`config.mk`:
```
export PLATFORM = sky130hd
export DESIGN_NAME = fan_tach_and_setpoint_monitor_unit
export DESIGN_NICKNAME = d
export VERILOG_FILES = /design/src/rtl/ftsm_pkg.sv /design/src/rtl/fan_tach_and_setpoint_monitor_unit.sv
export SDC_FILE = /design/constraint.sdc
export NUM_CORES = 1
export LEC_CHECK = 0
export ABC_AREA = 1
export BUFFER_PORTS_ARGS = -buffer_cell sky130_fd_sc_hd__clkbuf_2
export CAP_MARGIN = 20
export CORE_UTILIZATION = 50
export CTS_CLUSTER_SIZE = 8
export DETAILED_ROUTE_END_ITERATION = 12
export PLACE_DENSITY = 0.64
export SLEW_MARGIN = 10
export SYNTH_ARGS = -nofsm -noshare
export SYNTH_HDL_FRONTEND = slang
export SYNTH_SLANG_ARGS = --single-unit
```
`constraint.sdc`:
```
create_clock -name aclk -period 9.1 [get_ports aclk]
set_clock_uncertainty 0.1 [all_clocks]
set_input_delay 1.82 -clock aclk [delete_from_list [all_inputs] [get_ports aclk]]
set_output_delay 1.82 -clock aclk [all_outputs]
set_load 0.03 [all_outputs]
```
`src/rtl/ftsm_pkg.sv`:
```
// shared types and constants for the fan tach and setpoint monitor
package ftsm_pkg;

    localparam int EDGE_TIME_W   = 32;
    localparam int ADC_W         = 10;
    localparam int SPEED_W       = 16;
    localparam int SETPOINT_W    = 14;
    localparam int MARGIN_W      = 14;
    localparam int SAMPLES_W     = 5;
    localparam int DEADBAND_W    = 12;
    localparam int CFG_INDEX_W   = 2;
    localparam int CFG_DATA_W    = 14;
    localparam int SUM_W         = 16;
    localparam int EDGES_W       = 2;
    localparam int PRODUCT_W     = SETPOINT_W + ADC_W;
    localparam int STEP_CNT_W    = 5;

    localparam logic [EDGE_TIME_W-1:0] SPEED_NUMERATOR = 32'd30000000;
    localparam logic [EDGE_TIME_W-1:0] ADC_FULL_SCALE  = 32'd1015;
    localparam logic [SPEED_W-1:0]     SPEED_MAX       = 16'hFFFF;
    localparam logic [SUM_W-1:0]       SUM_MAX         = 16'hFFFF;
    localparam logic [EDGES_W-1:0]     EDGES_FULL      = 2'd2;

    localparam logic [SETPOINT_W-1:0] MAX_SPEED_RESET = 14'd4000;
    localparam logic [MARGIN_W-1:0]   MARGIN_RESET    = 14'd100;
    localparam logic [SAMPLES_W-1:0]  SAMPLES_RESET   = 5'd4;
    localparam logic [DEADBAND_W-1:0] DEADBAND_RESET  = 12'd18;

    // configuration register indexes
    localparam logic [CFG_INDEX_W-1:0] REG_MAX_SPEED = 2'd0;
    localparam logic [CFG_INDEX_W-1:0] REG_MARGIN    = 2'd1;
    localparam logic [CFG_INDEX_W-1:0] REG_SAMPLES   = 2'd2;
    localparam logic [CFG_INDEX_W-1:0] REG_DEADBAND  = 2'd3;

    // item kinds
    localparam logic FUNC_TACH_EDGE = 1'b0;
    localparam logic FUNC_POT_SAMPLE = 1'b1;

    // fault codes
    localparam logic FAULT_NONE      = 1'b0;
    localparam logic FAULT_OVERSPEED = 1'b1;

    typedef struct packed {
        logic                   func;
        logic [EDGE_TIME_W-1:0] edge_time_us;
        logic [ADC_W-1:0]       adc_sample;
    } in_item_t;

    typedef struct packed {
        logic [SPEED_W-1:0]    speed_rpm;
        logic [SETPOINT_W-1:0] setpoint_rpm;
        logic                  fault_active;
        logic                  fault_code;
    } out_item_t;

    typedef enum logic [1:0] {
        OP_SPEED = 2'd0,
        OP_SCALE = 2'd1,
        OP_AVG   = 2'd2
    } div_op_t;

    typedef enum logic [4:0] {
        ST_IDLE = 5'b00001,
        ST_MUL  = 5'b00010,
        ST_DIV  = 5'b00100,
        ST_FIN  = 5'b01000,
        ST_DONE = 5'b10000
    } state_t;

endpackage

```
`src/rtl/fan_tach_and_setpoint_monitor_unit.sv`:
```
// top level: tach speed, overspeed fault and potentiometer setpoint with a shared divider
//
//  channel | ports                               | payload
//  --------+-------------------------------------+---------------------------------
//  input   | s_valid, s_ready, s_data            | in_item_t (func, time, sample)
//  result  | m_valid, m_ready, m_data            | out_item_t (speed, setpoint, fault)
//  config  | cfg_valid, cfg_ready, cfg_index/wdata| register index 0..3, 14-bit data
//
//  one request gives one result. a division (tach speed, sample scaling, average)
//  runs through one restoring divider at one quotient bit per cycle, in the divide state,
//  then the finish state and the done state; sample scaling passes a multiply state first.
//  requests with no division go from idle straight to the done state; requests are taken in idle only.
//  reset is synchronous, active low, and restores the register defaults.
//  a finished result waits in the output register, the next request is taken meanwhile.
module fan_tach_and_setpoint_monitor_unit (
    input  logic                                aclk,
    input  logic                                aresetn,
    input  logic                                s_valid,
    output logic                                s_ready,
    input  ftsm_pkg::in_item_t                  s_data,
    output logic                                m_valid,
    input  logic                                m_ready,
    output ftsm_pkg::out_item_t                 m_data,
    input  logic                                cfg_valid,
    output logic                                cfg_ready,
    input  logic [ftsm_pkg::CFG_INDEX_W-1:0]    cfg_index,
    input  logic [ftsm_pkg::CFG_DATA_W-1:0]     cfg_wdata
);
    import ftsm_pkg::*;

    state_t                  state_reg, state_next;
    div_op_t                 op_reg, op_next;
    logic [ADC_W-1:0]        adc_reg, adc_next;

    logic [SETPOINT_W-1:0]   max_speed_reg, max_speed_next;
    logic [MARGIN_W-1:0]     margin_reg, margin_next;
    logic [SAMPLES_W-1:0]    samples_reg, samples_next;
    logic [DEADBAND_W-1:0]   deadband_reg, deadband_next;

    logic [EDGE_TIME_W-1:0]  newest_reg, newest_next;
    logic [EDGE_TIME_W-1:0]  older_reg, older_next;
    logic [EDGES_W-1:0]      edges_reg, edges_next;
    logic [SPEED_W-1:0]      held_speed_reg, held_speed_next;
    logic [SAMPLES_W-1:0]    count_reg, count_next;
    logic [SUM_W-1:0]        sum_reg, sum_next;
    logic [SETPOINT_W-1:0]   setpoint_reg, setpoint_next;
    logic                    fault_reg, fault_next;

    logic [EDGE_TIME_W-1:0]  quo_reg, quo_next;
    logic [EDGE_TIME_W-1:0]  rem_reg, rem_next;
    logic [EDGE_TIME_W-1:0]  divisor_reg, divisor_next;
    logic [STEP_CNT_W-1:0]   step_reg, step_next;

    logic                    m_valid_reg, m_valid_next;
    out_item_t               m_data_reg, m_data_next;

    logic                    s_accept;
    logic                    out_free;
    logic [EDGES_W-1:0]      edges_inc;
    logic [EDGE_TIME_W-1:0]  period;
    logic [SPEED_W:0]        speed_limit;
    logic                    fault_hit;
    logic [SAMPLES_W-1:0]    n_eff;
    logic [EDGE_TIME_W:0]    rem_shift;
    logic [EDGE_TIME_W:0]    rem_sub;
    logic                    rem_ge;
    logic [PRODUCT_W-1:0]    product;
    logic [SUM_W:0]          sum_add;
    logic [SUM_W-1:0]        avg;
    logic [SUM_W-1:0]        sp_ext;
    logic [SUM_W-1:0]        sp_diff;
    logic                    in_deadband;
    logic [SETPOINT_W-1:0]   sp_clamped;

    assign s_ready   = (state_reg == ST_IDLE);
    assign s_accept  = s_valid & s_ready;
    assign cfg_ready = 1'b1;
    assign m_valid   = m_valid_reg;
    assign m_data    = m_data_reg;
    assign out_free  = ~m_valid_reg | m_ready;

    assign edges_inc   = (edges_reg == EDGES_FULL) ? EDGES_FULL : edges_reg + 2'd1;
    assign period      = s_data.edge_time_us - newest_reg;
    assign speed_limit = {3'b000, max_speed_reg} + {3'b000, margin_reg};
    assign fault_hit   = {1'b0, held_speed_reg} > speed_limit;
    assign n_eff       = (samples_reg == '0) ? 5'd1 : samples_reg;

    // one restoring division step
    assign rem_shift = {rem_reg, quo_reg[EDGE_TIME_W-1]};
    assign rem_sub   = rem_shift - {1'b0, divisor_reg};
    assign rem_ge    = rem_shift >= {1'b0, divisor_reg};

    assign product = max_speed_reg * adc_reg;
    assign sum_add = {1'b0, sum_reg} + {1'b0, quo_reg[SUM_W-1:0]};
    assign avg     = quo_reg[SUM_W-1:0];
    assign sp_ext  = {2'b00, setpoint_reg};
    assign sp_diff = (sp_ext >= avg) ? (sp_ext - avg) : (avg - sp_ext);
    assign in_deadband = sp_diff <= {4'b0000, deadband_reg};
    assign sp_clamped  = (setpoint_reg > max_speed_reg) ? max_speed_reg : setpoint_reg;

    always_comb begin
        state_next      = state_reg;
        op_next         = op_reg;
        adc_next        = adc_reg;
        max_speed_next  = max_speed_reg;
        margin_next     = margin_reg;
        samples_next    = samples_reg;
        deadband_next   = deadband_reg;
        newest_next     = newest_reg;
        older_next      = older_reg;
        edges_next      = edges_reg;
        held_speed_next = held_speed_reg;
        count_next      = count_reg;
        sum_next        = sum_reg;
        setpoint_next   = setpoint_reg;
        fault_next      = fault_reg;
        quo_next        = quo_reg;
        rem_next        = rem_reg;
        divisor_next    = divisor_reg;
        step_next       = step_reg;
        m_valid_next    = m_valid_reg;
        m_data_next     = m_data_reg;

        if (cfg_valid) begin
            case (cfg_index)
                REG_MAX_SPEED: max_speed_next = cfg_wdata[SETPOINT_W-1:0];
                REG_MARGIN:    margin_next    = cfg_wdata[MARGIN_W-1:0];
                REG_SAMPLES:   samples_next   = cfg_wdata[SAMPLES_W-1:0];
                REG_DEADBAND:  deadband_next  = cfg_wdata[DEADBAND_W-1:0];
                default:       max_speed_next = max_speed_reg;
            endcase
        end

        if (m_valid_reg && m_ready) begin
            m_valid_next = 1'b0;
        end

        case (state_reg)
            ST_IDLE: begin
                if (s_accept) begin
                    adc_next = s_data.adc_sample;
                    if (s_data.func == FUNC_TACH_EDGE) begin
                        // overspeed check uses the speed of the pair held so far
                        if (fault_hit) begin
                            fault_next    = 1'b1;
                            setpoint_next = '0;
                        end
                        older_next  = newest_reg;
                        newest_next = s_data.edge_time_us;
                        edges_next  = edges_inc;
                        state_next  = ST_DONE;
                        if (edges_inc != EDGES_FULL) begin
                            held_speed_next = '0;
                        end else if (s_data.edge_time_us < newest_reg) begin
                            // timestamp wrapped: keep last speed
                            held_speed_next = held_speed_reg;
                        end else if (period == '0) begin
                            held_speed_next = SPEED_MAX;
                        end else begin
                            quo_next     = SPEED_NUMERATOR;
                            rem_next     = '0;
                            divisor_next = period;
                            step_next    = '0;
                            op_next      = OP_SPEED;
                            state_next   = ST_DIV;
                        end
                    end else if (!fault_reg) begin
                        if (count_reg < n_eff) begin
                            op_next    = OP_SCALE;
                            state_next = ST_MUL;
                        end else begin
                            quo_next     = {16'h0000, sum_reg};
                            rem_next     = '0;
                            divisor_next = {27'd0, n_eff};
                            step_next    = '0;
                            op_next      = OP_AVG;
                            state_next   = ST_DIV;
                        end
                    end else begin
                        state_next = ST_DONE;
                    end
                end
            end
            ST_MUL: begin
                quo_next     = {8'h00, product};
                rem_next     = '0;
                divisor_next = ADC_FULL_SCALE;
                step_next    = '0;
                state_next   = ST_DIV;
            end
            ST_DIV: begin
                rem_next  = rem_ge ? rem_sub[EDGE_TIME_W-1:0] : rem_shift[EDGE_TIME_W-1:0];
                quo_next  = {quo_reg[EDGE_TIME_W-2:0], rem_ge};
                step_next = step_reg + 5'd1;
                if (step_reg == '1) begin
                    state_next = ST_FIN;
                end
            end
            ST_FIN: begin
                state_next = ST_DONE;
                case (op_reg)
                    OP_SPEED: begin
                        held_speed_next = (quo_reg[EDGE_TIME_W-1:SPEED_W] != '0) ?
                                          SPEED_MAX : quo_reg[SPEED_W-1:0];
                    end
                    OP_SCALE: begin
                        sum_next   = sum_add[SUM_W] ? SUM_MAX : sum_add[SUM_W-1:0];
                        count_next = count_reg + 5'd1;
                    end
                    OP_AVG: begin
                        if (!in_deadband) begin
                            setpoint_next = (avg > {2'b00, max_speed_reg}) ?
                                            max_speed_reg : avg[SETPOINT_W-1:0];
                        end
                        count_next = '0;
                        sum_next   = '0;
                    end
                    default: state_next = ST_DONE;
                endcase
            end
            ST_DONE: begin
                if (out_free) begin
                    m_valid_next              = 1'b1;
                    m_data_next.speed_rpm     = held_speed_reg;
                    m_data_next.setpoint_rpm  = fault_reg ? '0 : sp_clamped;
                    m_data_next.fault_active  = fault_reg;
                    m_data_next.fault_code    = fault_reg ? FAULT_OVERSPEED : FAULT_NONE;
                    state_next                = ST_IDLE;
                end
            end
            default: state_next = ST_IDLE;
        endcase
    end

    always_ff @(posedge aclk) begin
        if (!aresetn) begin
            state_reg      <= ST_IDLE;
            max_speed_reg  <= MAX_SPEED_RESET;
            margin_reg     <= MARGIN_RESET;
            samples_reg    <= SAMPLES_RESET;
            deadband_reg   <= DEADBAND_RESET;
            newest_reg     <= '0;
            older_reg      <= '0;
            edges_reg      <= '0;
            held_speed_reg <= '0;
            count_reg      <= '0;
            sum_reg        <= '0;
            setpoint_reg   <= '0;
            fault_reg      <= 1'b0;
            m_valid_reg    <= 1'b0;
        end else begin
            state_reg      <= state_next;
            max_speed_reg  <= max_speed_next;
            margin_reg     <= margin_next;
            samples_reg    <= samples_next;
            deadband_reg   <= deadband_next;
            newest_reg     <= newest_next;
            older_reg      <= older_next;
            edges_reg      <= edges_next;
            held_speed_reg <= held_speed_next;
            count_reg      <= count_next;
            sum_reg        <= sum_next;
            setpoint_reg   <= setpoint_next;
            fault_reg      <= fault_next;
            m_valid_reg    <= m_valid_next;
        end
    end

    // datapath registers, no reset needed
    always_ff @(posedge aclk) begin
        op_reg      <= op_next;
        adc_reg     <= adc_next;
        quo_reg     <= quo_next;
        rem_reg     <= rem_next;
        divisor_reg <= divisor_next;
        step_reg    <= step_next;
        m_data_reg  <= m_data_next;
    end

endmodule
```
==> run metrics, run 1 <==
status=completed; share of cells above drive strength 1=approximately 6.0%; Max transition margin=between 20% and 30%; clk buf depth=3; R2R depth=19; Core ar.=~48000 µm²; Final setup viols=0; Final period util=about two thirds; filler cell count=~4600; HP Class=flop to flop; max-cap violations=0; Residual DRC=0; gr ovfl total=0; post-layout minimum cycle time=between 6 and 7 ns; global-route wire length before repair=approximately 120000 µm; ANT nets after route=0; CTS tree=built; crit-path max cell delay=around 0.79 ns; CTS Root Cell=clkbuf_16; Mapped Cells=roughly 3300; Synth cell types=52; # H-tree levels=2; VDD IR max=approximately 0.58 mV; Nets=3820; Core Util, Final=about 56%; most frequent cell after synthesis=nand2_1; Required @ worst endpoint=9.31 ns; initial core utilization=50.7%; Final Cell Area=~27000 µm²; Max FO, Critical Path=13; Setup TNS Final=0 ns; post-DR wirelength/cell=approximately 19 µm; Worst-Skew Late Latency=0.58 ns; DRT iter0 DRCs=roughly 2100; Final Hold Violating Endpoints=0; Hold Crit Depth=2; postcts setup bufs=0; Post-synth EDFFs=between 100 and 150; Post-synth ARST share=0%; Clock Pin Slew Worst Setup and Hold Paths=roughly 0.050 ns; Synth area leader=edfxtp_1; via/cell ratio=roughly 5.5; initial antenna violation count=1; Synth Warn #=0; Leakage=around 13 nW; Core Rows=80; Crit. End Element=flop; Die X=222 µm; nature of the critical path startpoint=flop; register area share after synthesis=about 30%; Hold Path Sink=newest_reg[16]$_SDFFE_PN0P_; CP most frequent cell=fa_1; CP max stage cell=dfxtp_1; FF+latch count, synth=~280; RSZ-0062 raised after global routing=false; Post-synth top cells=nand2_1, inv_1, a21oi_1, nor2_1, ha_1; Num CTS Buffers=41; power density over cell area=356 nW/µm²; vias in the first global route=around 21000; fin. max-slew vios=0; drt pass-1 iters=6; Slew @ Worst Pin=about 1.1 ns; Crit Reg-Reg Endpoint=quo_reg[22]$_DFFE_PP_; Post-synth top flop=edfxtp_1; area of the mapped netlist=roughly 24000 µm²; R2R Setup Slk=2.99 ns; Post-CTS Resized=0; hpwl dp=60500 µm; r2r startpoint=max_speed_reg[9]$_SDFFE_PN1P_; DIE AREA=roughly 49000 µm²; crit path DAT=roughly 6.3 ns; Die H=around 220 µm; Hold Crit Start=newest_reg[16]$_SDFFE_PN0P_; CTS Sinks=between 200 and 300; I/O pin count=99; largest net degree at the start of global routing=80; maximum operating frequency=between 150 and 200 MHz; CTS Hold Buffers Added=0; synthesis-to-finish area growth=9.49%; WS Path Type=flop to flop; Post-Route WL=76900 µm; Port Buf Inserts=just under 100; Final GP Congestion=roughly 1.1; Placed Area=about 25000 µm²; Syn Area/Cell=roughly 7.2 µm²; Vias=between 20000 and 25000; gr usage total=31.1%; crit-path cells=nand2_1 -> fa_1 -> inv_1 -> fa_1 -> fa_1 -> fa_1 -> inv_1 -> fa_1 -> inv_1 -> ha_1 -> nand2_1 -> nor4_1 -> a21oi_1 -> o21ai_0 -> a21boi_0 -> o31ai_1 -> nand2_1 -> nand2_1 -> o21bai_1; Syn Nets=3757; Synth top area share=17.8%; dominant cells by area after synthesis=edfxtp_1, ha_1, nand2_1
metal layers:
layer / wire length [µm] / vias up / global-route usage [%] / share of wire (%)
met2: 32900 / 758 / 47.0 / 43
met1: 36600 / 10500 / 46.5 / 48
met3: 5610 / 110 / 3.91 / 7.3
li1: - / 11000 / - / -
met5: 0 / - / 0 / 0
met4: 1830 / 0 / 8.33 / 2.4
cell usage in the layout, fill, tap and decap left out, drive strengths merged, types with 2 or more instances in the layout:
| cell | netlist | layout |
|---|---|---|
| nand2 | 814 | 814 |
| inv | 603 | 604 |
| a21oi | 328 | 328 |
| nor2 | 254 | 254 |
| ha | 246 | 246 |
| o21ai | 213 | 213 |
| clkbuf | 77 | 167 |
| edfxtp | 144 | 144 |
| dfxtp | 137 | 137 |
| nand3 | 133 | 133 |
| fa | 100 | 100 |
| nand4 | 43 | 43 |
| xor2 | 37 | 37 |
| xnor2 | 35 | 35 |
| nor3 | 31 | 31 |
| o211ai | 25 | 25 |
| buf | 23 | 24 |
| a21o | 13 | 13 |
| o21bai | 12 | 12 |
| o221ai | 10 | 10 |
| clkinv | 6 | 8 |
| or2 | 7 | 7 |
| o21a | 7 | 7 |
| nor4 | 7 | 7 |
| a21boi | 6 | 6 |
| a221oi | 5 | 5 |
| a211oi | 5 | 5 |
| a22oi | 4 | 4 |
| a31oi | 4 | 4 |
| nand3b | 4 | 4 |
| o31ai | 2 | 2 |
| o22ai | 2 | 2 |
| nor3b | 2 | 2 |
metrics by stage:
stage | instances | setup slack (ns) | power, mW | hold slack (ns)
after global routing | 4056 | 2.60 | 10.4 | 0.368
after floorplan | 3347 | 1.66 | 6.39 | 0.315
after detailed placement | 3980 | 3.00 | 7.95 | 0.351
after global placement | 3978 | 3.18 | 7.91 | 0.343
final | 4057 | 2.99 | 9.46 | 0.353
after CTS | 4054 | 2.97 | 9.47 | 0.358
report_power, final:
part,internal (mW),total [mW],switching [mW]
Combinational,2.17,6.09,3.92
Sequential,1.67,1.92,0.246
Clock,0.852,1.45,0.600
area by class of cell:
cell class	instances	area, µm²	area share, %
multi-input cells	2357	14500	54.7
clock inverters	3	41.3	0.155
flip-flops and latches	281	7070	26.6
repair buffers	120	714	2.69
diodes	1	2.50	0.00942
clock buffers	71	1150	4.32
well taps	615	769	2.90
inverters	609	2290	8.61
worst max-delay path: cells and delay by family, from the launching register on:
kind	cells	cell delay, ns
buffers and inverters	3	0.14
adder cells (fa/ha/maj)	6	2.99
AND/OR/NAND/NOR	5	0.73
AO/OA/AOI/OAI	5	1.08
flip-flops	1	0.79
cell families (layout without fill, tap and decap cells):
family	count (synthesis)	after routing	synth area share, %
buffers and inverters	709	803	11.1
adder cells (fa/ha/maj)	346	346	20.9
flip-flops	281	281	29.1
AO/OA/AOI/OAI	640	640	14.3
other	1	2	0.0155
AND/OR/NAND/NOR	1298	1298	21.9
XOR/XNOR	72	72	2.60
how the worst max path moves through the flow:
stage                                               from               endpoint  slack [ns]
final                      max_speed_reg[9]$_SDFFE_PN1P_  quo_reg[22]$_DFFE_PP_        2.99
after global routing       max_speed_reg[9]$_SDFFE_PN1P_  quo_reg[22]$_DFFE_PP_        2.60
after CTS                 max_speed_reg[10]$_SDFFE_PN1P_  quo_reg[22]$_DFFE_PP_        2.97
after detailed placement   max_speed_reg[9]$_SDFFE_PN1P_  quo_reg[22]$_DFFE_PP_        3.00
after global placement    max_speed_reg[10]$_SDFFE_PN1P_  quo_reg[22]$_DFFE_PP_        3.18
after floorplan                               s_data[10]   quo_reg[0]$_DFFE_PP_        1.66
(Power assumes the default switching activity.)
==> inputs of run 2 (changes only) <==
Settings changed: PLACE_DENSITY 0.64 to 0.66.
Clock period 9.1 ns to 5.2 ns, I/O delays scaled along.
==> run 2 against run 1 <==
Net effect: the flow now finishes with violations (negative setup slack); sequential power increased by 69%; global-route usage shrank 0.34 points; non-clock buffer count rose by 114; cell count is 2.7% higher; maximum frequency increased by 16%; combinational power increased by 150%; die area did not move; via count grew 1.8%; clock power up 78%; power grew 120%; critical path depth rose by 1; worst hold slack better by 0.0029 ns.
==> run metrics, run 2 (synthesized netlist as in run 1, its figures left out) <==
Final setup viols=4 (was 0); Core Rows=80 (unchanged); Residual DRC=0 (unchanged); gr ovfl total=0 (unchanged); Max FO, Critical Path=6 (was 13); Clock Pin Slew Worst Setup and Hold Paths=0.05 ns (about the same); most frequent cells in the layout=nand2_1, inv_1, a21oi_1 (unchanged); I/O pin count=99 (unchanged); Crit. End Element=flop (unchanged); Die X=222 µm (unchanged); Post-Route WL=76400 µm (was 76900 µm); Psw=10.1 mW (was 4.76 mW); multi-input combinational cell area=14900 µm² (was 14500 µm²); CTS tree=built (unchanged); power density over cell area=751 nW/µm² (was 356 nW/µm²); Core ar.=47800 µm² (unchanged); hpwl dp=60500 µm (about the same); Crit Reg-Reg Endpoint=quo_reg[22]$_DFFE_PP_ (unchanged); Sw Share=48.2% (was 50.3%); crit path DAT=5.46 ns (was 6.32 ns); initial antenna violation count=2 (was 1); Nets=3935 (was 3820); Placed Area=26100 µm² (was 25300 µm²); crit-path max cell delay=0.59 ns (was 0.79 ns); filler cell count=4477 (was 4649); r2r startpoint=adc_reg[9]$_DFFE_PP_ (was max_speed_reg[9]$_SDFFE_PN1P_); RSZ-0062 raised after global routing=true (was false); worst setup margin=-0.0601 ns (was 2.99 ns); clk buf depth=3 (unchanged); nature of the critical path startpoint=flop (unchanged); largest net degree at the start of global routing=70 (was 80); Place WS=-0.302 ns (was 3.00 ns); maximum operating frequency=190 MHz (was 164 MHz); HP Class=flop to flop (unchanged); post-DR wirelength/cell=18.3 µm (was 19.0 µm); R2R depth=20 (was 19); Port Buf Inserts=97 (unchanged); final non-filler cell total=4168 (was 4057); Final Hold Violating Endpoints=0 (unchanged); Seq. cell area=7080 µm² (was 7070 µm²); Leakage=13.8 nW (was 13.2 nW); WS Path Type=flop to flop (unchanged); CP most frequent cell=fa_1 (unchanged); max-cap violations=0 (unchanged); Required @ worst endpoint=5.40 ns (was 9.31 ns); failing checks=negative setup slack; Worst-Skew Late Latency=0.57 ns (was 0.58 ns); share of cells above drive strength 1=11.3% (was 5.99%); antenna cells=0 (was 1); CTS Sinks=281 (unchanged); DRT iter0 DRCs=1890 (was 2091); drt pass-1 iters=8 (was 6); vias in the first global route=21600 (was 21000); global-route wire length before repair=119000 µm (about the same); initial core utilization=50.7% (unchanged); R2R Setup Slk=-0.06 ns (was 2.99 ns); Die H=222 µm (unchanged); Hold Crit Depth=2 (unchanged); Final period util=101% (was 67.2%); DIE AREA=49400 µm² (unchanged); kind of cell adding the most delay to the critical path=adder cells (unchanged); via/cell ratio=5.45 (was 5.50); number of instances in the placed design=4076 (was 3980); Hold Crit Start=newest_reg[2]$_SDFFE_PN0P_ (was newest_reg[16]$_SDFFE_PN0P_); Vias=22700 (was 22300); overall power=20.9 mW (was 9.46 mW); Clk pwr share=12.4% (was 15.3%); Buf+Inv Stages, Crit Path=4 (was 3); Final Cell Area=27800 µm² (was 26600 µm²); gr usage total=30.8% (was 31.1%); VDD IR max=1.01 mV (was 0.581 mV); Num CTS Buffers=42 (was 41); # H-tree levels=2 (unchanged); CTS Root Cell=clkbuf_16 (unchanged); Final GP Congestion=0.962 (was 1.06); synthesis-to-finish area growth=14.7% (was 9.49%); Max transition margin=28.4% (was 29.0%); Hold Path Sink=newest_reg[2]$_SDFFE_PN0P_ (was newest_reg[16]$_SDFFE_PN0P_); Combinational Power Share=72.1% (was 64.4%); Slew @ Worst Pin=1.07 ns (was 1.06 ns); crit-path cells=buf_6 -> nand2_4 -> inv_2 -> fa_1 -> fa_1 -> fa_1 -> fa_1 -> inv_2 -> fa_1 -> inv_2 -> ha_4 -> nand2_4 -> nor4_4 -> a21oi_2 -> o21ai_2 -> a21boi_2 -> o31ai_2 -> nand2_1 -> nand2_1 -> o21bai_1 (was nand2_1 -> fa_1 -> inv_1 -> fa_1 -> fa_1 -> fa_1 -> inv_1 -> fa_1 -> inv_1 -> ha_1 -> nand2_1 -> nor4_1 -> a21oi_1 -> o21ai_0 -> a21boi_0 -> o31ai_1 -> nand2_1 -> nand2_1 -> o21bai_1); fin. max-slew vios=0 (unchanged); post-layout minimum cycle time=5.26 ns (was 6.11 ns); CP max stage cell=fa_1 (was dfxtp_1); status=finished, violations left (was completed); Seq pwr share=15.5% (was 20.3%); ANT nets after route=0 (unchanged); Internal=10.8 mW (was 4.70 mW); most common cell after layout, fill and taps aside=nand2_1 (unchanged)
[run 2: cell count changes in the layout (fill, tap and decap cells not counted), sizes merged]
| cell | delta |
|---|---|
| buf | +114 |
| clkbuf | -2 |
| clkinv | -1 |
| clkinvlp | +1 |
| diode | -1 |
[run 2: cell type report]
class	count	share of cell area [%]
inverter	609	8.21
sequential	281	25.4
clock inverter	3	0.0764
timing repair buffer	234	5.66
clock buffer	69	4.25
multi-input combinational	2357	53.6
tap	615	2.76
[run 2: how the worst max path moves through the flow]
stage                    startpoint                    end  depth (start not counted)
2_1_floorplan  adc_reg[3]$_DFFE_PP_  quo_reg[22]$_DFFE_PP_                         20
3_3_place_gp   adc_reg[8]$_DFFE_PP_  quo_reg[22]$_DFFE_PP_                         20
3_5_place_dp   adc_reg[8]$_DFFE_PP_  quo_reg[22]$_DFFE_PP_                         20
4_1_cts        adc_reg[9]$_DFFE_PP_  quo_reg[22]$_DFFE_PP_                         19
5_1_grt        adc_reg[9]$_DFFE_PP_  quo_reg[22]$_DFFE_PP_                         20
6_report       adc_reg[9]$_DFFE_PP_  quo_reg[22]$_DFFE_PP_                         20
[run 2: power groups by stage]
stage / combinational (mW) / sequential, mW / clock [mW]
6_report: 15.1 / 3.25 / 2.58
5_1_grt: 16.6 / 3.28 / 2.70
4_1_cts: 12.6 / 3.24 / 2.63
3_5_place_dp: 12.0 / 3.28 / 0
3_3_place_gp: 11.8 / 3.27 / 0
2_1_floorplan: 8.05 / 3.19 / 0
[run 2: timing repair]
action,in CTS,in global routing
setup endpoints to repair,14,28
resized for setup,31,86
setup buffers,5,15
hold buffers,0,0
pin swaps,29,44
[run 2: through the flow]
stage	TNS (ns)	utilization (%)	hold slack, ns
2_1_floorplan	0	-	0.315
3_3_place_gp	-0.854	54.4	0.343
3_5_place_dp	-1.69	54.5	0.351
4_1_cts	-0.0575	57.3	0.359
5_1_grt	-1.52	58.2	0.369
6_report	-0.159	58.2	0.356
[run 2: metal layers]
| layer | global-route usage, % | wire (µm) |
|---|---|---|
| met5 | 0 | 11 |
| met4 | 9.97 | 2390 |
| met3 | 5.41 | 5830 |
| met2 | 47.9 | 33800 |
| met1 | 43.2 | 34400 |
[run 2: tightest hold or removal path: cells and delay by family (launching register included)]
| family | cells | cell delay, ns |
|---|---|---|
| compound gates | 1 | 0.05 |
| buf+inv | 1 | 0.06 |
| flops | 1 | 0.29 |
